`config.mk`:
```
export PLATFORM = sky130hd
export DESIGN_NAME = ptta_cordic
export DESIGN_NICKNAME = d
export VERILOG_FILES = /design/src/hdl/ptta_pkg.sv /design/src/hdl/ptta_cordic.sv
export SDC_FILE = /design/constraint.sdc
export NUM_CORES = 1
export LEC_CHECK = 0
export BUFFER_PORTS_ARGS = -buffer_cell sky130_fd_sc_hd__buf_2
export CORE_ASPECT_RATIO = 0.75
export CORE_MARGIN = 2
export CORE_UTILIZATION = 60
export CTS_CLUSTER_DIAMETER = 150
export CTS_CLUSTER_SIZE = 28
export DETAILED_ROUTE_END_ITERATION = 6
export PLACE_DENSITY = 0.77
export SLEW_MARGIN = 20
export SYNTH_ARGS = -nofsm -noshare
export SYNTH_HDL_FRONTEND = slang
export SYNTH_SLANG_ARGS = --single-unit
```
`constraint.sdc`:
```
create_clock -name clk -period 9.8 [get_ports clk]
set_input_delay 0.49 -clock clk [delete_from_list [all_inputs] [get_ports clk]]
set_output_delay 0.49 -clock clk [all_outputs]
set_load 0.03 [all_outputs]
```
`src/hdl/ptta_pkg.sv`:
```
// Shared constants, register codes and the arctangent table for the position
// PID to thrust/attitude block. No dependencies.
package ptta_pkg;

  // integrator width in bits
  localparam int IW = 32;
  // shared multiplier operand width: wide enough for a gain times an integrator
  localparam int MW = (IW + 1 > 33) ? IW + 1 : 33;
  // force accumulator width before saturation
  localparam int AW = IW + 12;
  // CORDIC datapath width
  localparam int CW = 35;
  localparam int ZW = 19;

  // gravity, 9.8066 in units of 2^-16
  localparam logic [19:0] G_Q16 = 20'd642685;
  // floor(x/25) == (x * RECIP25) >> RECIP_SHIFT for x < 2^23
  localparam logic [23:0] RECIP25     = 24'd10737419;
  localparam int          RECIP_SHIFT = 28;
  localparam int          QW          = 18;

  localparam int CORDIC_STEPS = 17;

  localparam logic [1:0] REG_PROP  = 2'd0;
  localparam logic [1:0] REG_DERIV = 2'd1;
  localparam logic [1:0] REG_INTEG = 2'd2;
  localparam logic [1:0] REG_MASS  = 2'd3;

  // atan(2^-i) in units of 2^-16 rad
  function automatic logic [15:0] atan_entry(input logic [4:0] i);
    logic [15:0] v;
    unique case (i)
      5'd0:    v = 16'd51472;
      5'd1:    v = 16'd30386;
      5'd2:    v = 16'd16055;
      5'd3:    v = 16'd8150;
      5'd4:    v = 16'd4091;
      5'd5:    v = 16'd2047;
      5'd6:    v = 16'd1024;
      5'd7:    v = 16'd512;
      5'd8:    v = 16'd256;
      5'd9:    v = 16'd128;
      5'd10:   v = 16'd64;
      5'd11:   v = 16'd32;
      5'd12:   v = 16'd16;
      5'd13:   v = 16'd8;
      5'd14:   v = 16'd4;
      5'd15:   v = 16'd2;
      5'd16:   v = 16'd1;
      default: v = 16'd0;
    endcase
    return v;
  endfunction

endpackage

```
`src/hdl/ptta_cordic.sv`:
```
// CORDIC vectoring unit: normalizes (x, y) by single-bit shifts, then runs the
// rotation steps and rounds the angle to Q2.13. Uses ptta_pkg.
module ptta_cordic import ptta_pkg::*; (
  input  logic                 clk,
  input  logic                 rst,
  input  logic                 start,
  input  logic signed [CW-1:0] x_in,
  input  logic signed [CW-1:0] y_in,
  output logic                 done,
  output logic signed [15:0]   angle
);

  localparam logic [2:0] C_IDLE = 3'd0;
  localparam logic [2:0] C_DOWN = 3'd1;
  localparam logic [2:0] C_UP   = 3'd2;
  localparam logic [2:0] C_ROT  = 3'd3;
  localparam logic [2:0] C_FIN  = 3'd4;

  logic [2:0]           state;
  logic signed [CW-1:0] x;
  logic signed [CW-1:0] y;
  logic signed [ZW-1:0] z;
  logic [4:0]           i;
  logic signed [CW-1:0] ay;
  logic signed [CW-1:0] mag;
  logic signed [CW-1:0] dx;
  logic signed [CW-1:0] dy;
  logic signed [ZW-1:0] tab;
  logic signed [ZW-1:0] zr;

  always_comb begin
    ay  = y[CW-1] ? -y : y;
    mag = (x > ay) ? x : ay;
    dx  = y >>> i;
    dy  = x >>> i;
    tab = signed'(ZW'(atan_entry(i)));
    zr  = (z + ZW'(4)) >>> 3;
  end

  always_ff @(posedge clk) begin
    if (rst) begin
      state <= C_IDLE;
      done  <= 1'b0;
    end else begin
      done <= 1'b0;
      unique case (state)
        C_IDLE: begin
          if (start) begin
            x     <= x_in;
            y     <= y_in;
            state <= C_DOWN;
          end
        end
        C_DOWN: begin
          // shrink until the larger magnitude is below 2^31
          if (mag[CW-2:31] != '0) begin
            x <= x >>> 1;
            y <= y >>> 1;
          end else begin
            state <= C_UP;
          end
        end
        C_UP: begin
          // grow until the larger magnitude reaches 2^30
          if (mag[CW-2:30] == '0) begin
            x <= x <<< 1;
            y <= y <<< 1;
          end else begin
            i     <= 5'd0;
            z     <= '0;
            state <= C_ROT;
          end
        end
        C_ROT: begin
          if (!y[CW-1]) begin
            x <= x + dx;
            y <= y - dy;
            z <= z + tab;
          end else begin
            x <= x - dx;
            y <= y + dy;
            z <= z - tab;
          end
          i <= i + 5'd1;
          if (i == 5'(CORDIC_STEPS - 1)) state <= C_FIN;
        end
        C_FIN: begin
          // the table sum bounds the angle well inside 16 bits
          angle <= zr[15:0];
          done  <= 1'b1;
          state <= C_IDLE;
        end
        default: state <= C_IDLE;
      endcase
    end
  end

endmodule

```
# Yosys cells after proc, flatten, opt, wreduce, memory -nomap -nowiden
# Memory sizes are Yosys's and may differ from the RTL's. A register that Yosys moved wholly into a read port is not among the register bits.
# Index checks and enable logic that the tools add are counted.
dict set report op_classes {
  n_addsub 9
  multipliers 0
  div_mod_pow 0
  n_lt_le_gt_ge 1
  n_eq_ne 11
  shift 2
  mux 24
  bitwise_logic 2
  n_reduce_logical 11
}
# operator count
set ops {}
lappend ops {{case mux 35 bit (4 select lines)} 2}
lappend ops {{two-way mux 35 bit} 7}
lappend ops {{two-way mux 34 bit} 3}
lappend ops {{adder 35 bit} 2}
lappend ops {{>>> shifter 35 x 5 -> 35 bit} 2}
lappend ops {{subtractor 35 bit} 2}
lappend ops {{two-way mux 19 bit} 2}
lappend ops {{case mux 19 bit (2 select lines)} 1}
lappend ops {{greater-than comparator 35 bit} 1}
lappend ops {{negation 35 bit} 1}
lappend ops {{adder 19 x 17 -> 19 bit} 1}
lappend ops {{adder 19 x 4 -> 19 bit (second input constant)} 1}
lappend ops {{subtractor 19 x 17 -> 19 bit} 1}
lappend ops {{two-way mux 3 bit} 4}
lappend ops {{inequality test 2 bit (second input constant)} 6}
lappend ops {{case mux 3 bit (4 select lines)} 1}
lappend ops {{two-way mux 5 bit} 2}
lappend ops {{case mux 5 bit (2 select lines)} 1}
lappend ops {{AND reduction 5 bit} 2}
lappend ops {{== test 3 x 2 -> 1 bit (second input constant)} 2}
lappend ops {{nonzero test 3 bit} 2}
lappend ops {{adder 5 x 1 -> 5 bit (second input constant)} 1}
lappend ops {{== test 5 bit (second input constant)} 1}
lappend ops {{zero test 4 bit} 1}
lappend ops {{10 further kinds} 11}
dict set report word_totals {
  regBits 114
  latch_bits 0
  ram_bits 0
  rom_bits 512
  input_bits 73
  output_inout_bits 17
  word_cells 70
  memories 1
}
# name words word_bits read_ports rd_clocked_by_memory_dff wr line
set mem_list {}
lappend mem_list {{(no name shown)} 32 16 1 1 0 ptta_pkg.sv:32} ;# unique case (i)

# Depth between registers and ports, before layout
dict set report logic_depth {
  word_depth 8
  depth_mapped 29
  depth_no_buf 25
}

# Worst setup path before layout
# OpenSTA, ideal clock, no wires.
dict set report synth_path {
  kind {flip-flop to flip-flop}
  from {register y[14]}
  to {register x[0], enable pin}
  setup_time_ns 0.516
  t_arrival_ns 7.810
  required_ns 9.284
  setup_slack_ns 1.474
  stages_incl_launch_ff 20
  path_buffers 2
  synth_period_minus_slack_ns 8.326
  path_cell_list {edfxtp_1 -> buf_6 -> or4_4 -> or4_4 -> or4_1 -> buf_2 -> o21ai_0 -> xor2_1 -> ha_1 -> and4_1 -> and4_1 -> nand4_1 -> o2111ai_1 -> nor4_1 -> mux2_2 -> mux2i_2 -> nor2_1 -> nor2_1 -> o211ai_1 -> a21oi_1}
}
dict set report synth_between {
  elab_chain_cells 7
  word_cells_on_any_way 9
  classes_between {1 x add/sub; 1 x order compare; 2 x eq/ne; 2 x mux; 3 x reduce/logical}
}
# element line
set synth_rtl {}
lappend synth_rtl {{from (decl)} ptta_cordic.sv:21} ;# logic signed [CW-1:0] y;
lappend synth_rtl {{from (signal assigned)} ptta_cordic.sv:50} ;# y <= y_in;
lappend synth_rtl {{from (signal assigned)} ptta_cordic.sv:58} ;# y <= y >>> 1;
lappend synth_rtl {{from (signal assigned)} ptta_cordic.sv:67} ;# y <= y <<< 1;
lappend synth_rtl {{negation 35 bit} ptta_cordic.sv:32} ;# ay = y[CW-1] ? -y : y;
lappend synth_rtl {{two-way mux 35 bit (*)} ptta_cordic.sv:32}
lappend synth_rtl {{greater-than comparator 35 bit} ptta_cordic.sv:33} ;# mag = (x > ay) ? x : ay;
lappend synth_rtl {{two-way mux 34 bit (*)} ptta_cordic.sv:33}
lappend synth_rtl {{zero test 4 bit or nonzero test 3 bit (tied branches)} {ptta_cordic.sv:65, ptta_cordic.sv:56}}
lappend synth_rtl {{inequality test 2 bit (no source line)} --}
lappend synth_rtl {{AND reduction 5 bit (no source line) (*)} --}
lappend synth_rtl {{to (signal assigned)} ptta_cordic.sv:66} ;# x <= x <<< 1;
lappend synth_rtl {{to (signal assigned)} ptta_cordic.sv:76} ;# x <= x + dx;
lappend synth_rtl {{to (signal assigned)} ptta_cordic.sv:80} ;# x <= x - dx;
lappend synth_rtl {{to (decl)} ptta_cordic.sv:20} ;# logic signed [CW-1:0] x;
# Every way passes the cells marked *; elsewhere a longest branch is shown, timed or not.
# A chain may end at the register's enable or synchronous reset.

# Worst setup path after layout
dict set report layout_path {
  from {register i[3]}
  to {register x[33], data pin}
}
dict set report layout_between {
  elab_chain_cells 4
  word_cells_on_any_way 5
  classes_between {2 x add/sub; 1 x shift; 2 x mux}
}
# element line
set layout_rtl {}
lappend layout_rtl {{from (decl)} ptta_cordic.sv:23} ;# logic [4:0] i;
lappend layout_rtl {{from (signal assigned)} ptta_cordic.sv:84} ;# i <= i + 5'd1;
lappend layout_rtl {{>>> shifter 35 x 5 -> 35 bit (*)} ptta_cordic.sv:34} ;# dx = y >>> i;
lappend layout_rtl {{adder 35 bit or subtractor 35 bit (tied branches)} {ptta_cordic.sv:76, ptta_cordic.sv:80}}
lappend layout_rtl {{two-way mux 35 bit (*)} ptta_cordic.sv:75} ;# if (!y[CW-1]) begin
lappend layout_rtl {{case mux 35 bit (4 select lines) (*)} ptta_cordic.sv:46} ;# unique case (state)
lappend layout_rtl {{to (signal assigned)} ptta_cordic.sv:49} ;# x <= x_in;
lappend layout_rtl {{to (signal assigned)} ptta_cordic.sv:76}
lappend layout_rtl {{to (signal assigned)} ptta_cordic.sv:80}
# Marked as above.

==> impl_metrics.env <==
export IMPL_slowest_delay_ps=1050
export IMPL_vias_per_cell=7.55
export IMPL_grt_antenna_before_repair=1
export IMPL_synth_cell_type_count=94
export IMPL_ys_warn_count=0
export IMPL_outcome="complete, no violations"
export IMPL_tritoncts_num_buffers=17
export IMPL_grt_max_degree=115
export IMPL_post_cts_resized=0
export IMPL_synth_seq_area_share_pct=19.1
export IMPL_holdCritPathClass="input pin to flip-flop"
export IMPL_crit_slowest_cell="nor4_1"
export IMPL_cp_max_fo=76
export IMPL_cts_hold_fix_buffers=0
export IMPL_rr_endpoint="x[33]$_DFFE_PP_"
export IMPL_period_needed_ps=8110
export IMPL_syn_inst=2351
export IMPL_drt_total_wl_um=80500
export IMPL_rows=56
export IMPL_cellPowerDensity_nw_per_um2=139
export IMPL_synth_edf_count=110
export IMPL_crit_type="flip-flop to flip-flop"
export IMPL_reg2reg_setup_slack_ps=1690
export IMPL_synth_top_area_cell="edfxtp_1"
export IMPL_max_cap_violations=0
export IMPL_portBuffers=89
export IMPL_fin_skew_ps=16.0
export IMPL_clock_fmax_ghz=0.123
export IMPL_clock_sinks=130
export IMPL_cts_setup_buffers=0
export IMPL_drc=0
export IMPL_worst_pin_slew_ps=1300
export IMPL_fp_dieArea_um2=33700
export IMPL_antennaDiodeCount=0
export IMPL_cts_clk_slew_worst_paths_ps=80
export IMPL_post_route_period_util_pct=82.8
export IMPL_synth_area_leaders="edfxtp_1 (17%), ha_1 (8.6%), mux4_2 (7.0%)"
export IMPL_cts_root_buf="clkbuf_16"
export IMPL_syn_area_um2=19300
export IMPL_grt_pass1_vias=18995
export IMPL_cp_cell_sequence="buf_4, nor2_1, nand2_1, o22a_1, o211ai_1, nand4_1, nor4_1, a21oi_1, xor2_1, ha_1, and3_1, and3_1, o311ai_0, a41oi_1, a31oi_1, o21ai_0, nand4_1, nand3_1, a21oi_1, or3_1"
export IMPL_setup_slack_ps=1690
export IMPL_drtIter0Drc=3784
export IMPL_synth_seq_cells=130
export IMPL_place_ws_ps=2150
export IMPL_finalSetupTns_ps=0
export IMPL_cts_max_level=4
export IMPL_worstHoldEndpoint="state[1]$_SDFFE_PP0P_"
export IMPL_grt_pass1_wl_um=119000
export IMPL_cts_tree="yes"
export IMPL_vias=20755
export IMPL_cp_depth=20
export IMPL_critPathLaunchType="flip-flop"
export IMPL_maxSlewViolCount=0
export IMPL_ioPinCount=90
export IMPL_clkLatencyLatePin_ps=470
export IMPL_drtPass1Iterations=6
export IMPL_synth_avg_cell_area_um2=8.23
export IMPL_hold_violations=0
export IMPL_min_path_cells=2
export IMPL_core_um2=31500
export IMPL_ir_drop_uv=156
export IMPL_async_flop_share_pct=0
export IMPL_worst_setup_path_end_kind="flip-flop"
export IMPL_power_static_leakage_nw=8.19
export IMPL_arrival_ps=8320
export IMPL_synthToLayoutAreaGrowth_pct=6.34
export IMPL_wl_per_cell_um=29.3
export IMPL_start_util_pct=61.4
export IMPL_rsz0062_at_grt="false"
export IMPL_netlist_area_leader_share_pct=17.1
export IMPL_place_hpwl_um=58900
export IMPL_ys_flop_type="edfxtp_1"
export IMPL_r2r_cells=20
export IMPL_die_y_um=160
export IMPL_grt_ovfl_total=0
export IMPL_min_from="rst"
export IMPL_die_width_um=211
export IMPL_crit_start="i[3]$_DFFE_PN_"
export IMPL_fin_nets=2538
export IMPL_clk_path_buf_depth=2
export IMPL_cp_required_ps=10010
export IMPL_ant_nets=0
export IMPL_gr_usage_all_layers_pct=46.9
export IMPL_relSlewSlack_pct=13.2
export IMPL_critical_path_top_delay_family="simple AND/OR/NAND/NOR gates"
export IMPL_crit_buf_inv=1
export IMPL_drive_above_1_share_pct=13.2
export IMPL_reg2reg_from="i[3]$_DFFE_PN_"
export IMPL_setup_viol_count_final=0
export IMPL_place_gp_congestion=1.07
export IMPL_synth_nets=2560
-- worst max path at each step --
stage | endpoint
after floorplan | x[0]$_DFFE_PP_
after global placement | x[33]$_DFFE_PP_
after detailed placement | x[32]$_DFFE_PP_
after CTS | x[33]$_DFFE_PP_
after global routing | y[33]$_DFFE_PP_
final | x[33]$_DFFE_PP_
-- power by group --
group / switching, mW / internal [mW]
Sequential: 0.139 / 0.654
Combinational: 0.806 / 0.567
Clock: 0.337 / 0.363
Total: 1.28 / 1.58
-- worst reg2reg max path, delay by kind of cell (launching register included) --
family	cells	cell delay, ps
AOI/OAI and AO/OA	8	2300
xor gates and xnor gates	1	200
adders and majority gates	1	370
buffers and inverters	1	410
DFF	1	390
and+or+nand+nor	9	4180
-- logic make-up after synthesis --
group | after synthesis | synth area share [%]
compound gates | 774 | 26.9
xor+xnor | 179 | 8.10
fa+ha+maj | 136 | 8.91
buf+inv | 235 | 4.82
flops | 130 | 19.1
mux | 201 | 14.6
simple gates | 696 | 17.5
-- cells in the final DEF (no fill, tap or decap), drive strengths merged, types with 35 or more instances in the layout --
cell      n
mux2i   103
mux2     38
o22ai    72
mux4     60
nor3     41
edfxtp  110
nand3    35
ha      133
nand2   196
and3     41
inv      67
xor2     71
a21o     43
nor2    199
a21oi   179
xnor2   108
buf     133
o21ai   145
-- through the flow --
step	power, mW	cells	hold slack, ps	utilization, %	cell area [µm²]
after floorplan	1.71	2351	567	-	19300
after global placement	2.05	2715	586	63.4	20000
after detailed placement	2.10	2715	604	63.4	20000
after CTS	2.79	2747	276	65.2	20600
after global routing	2.98	2748	283	65.3	20600
final	2.86	2748	290	65.3	20600
-- sequential cells by signal, summed over array words and instances, names as in the netlist --
register / cells
angle: 16
done: 1
i: 5
state: 3
tab: 16
x: 35
y: 35
z: 19
-- synth_stat cells, drive strengths merged (19+ instances only) --
cell type,instances
buf,43
nor3,41
nor2b,25
o22ai,72
xor2,71
mux2,38
nand2,196
a21oi,179
mux2i,103
inv,58
and2,27
xnor2,108
ha,133
a31oi,30
and3,41
o22a,30
edfxtp,110
o21ai,145
o21a,21
nand2b,30
nor2,199
a21o,43
o32a,19
dfxtp,20
clkbuf,132
a211oi,24
mux4,60
nand3,35
a22oi,28
a2bb2oi,21
-- per-layer routing --
| metal | wire [µm] | track usage [%] | share of wire [%] |
|---|---|---|---|
| met2 | 30400 | 61.7 | 38 |
| met5 | 131 | 0 | 0.16 |
| met3 | 13900 | 19.1 | 17 |
| met4 | 3330 | 16.5 | 4.1 |
| met1 | 32700 | 68.1 | 41 |
-- cell type report --
type                    instances  area [µm²]
flip-flops and latches        130        3710
multi-input cells            1986       14700
clock inverters                15         165
inverters                      60         225
well taps                     406         508
fillers                      2689       11000
clock buffers                  17         425
repair buffers                134         796
(Power assumes the default switching activity.)
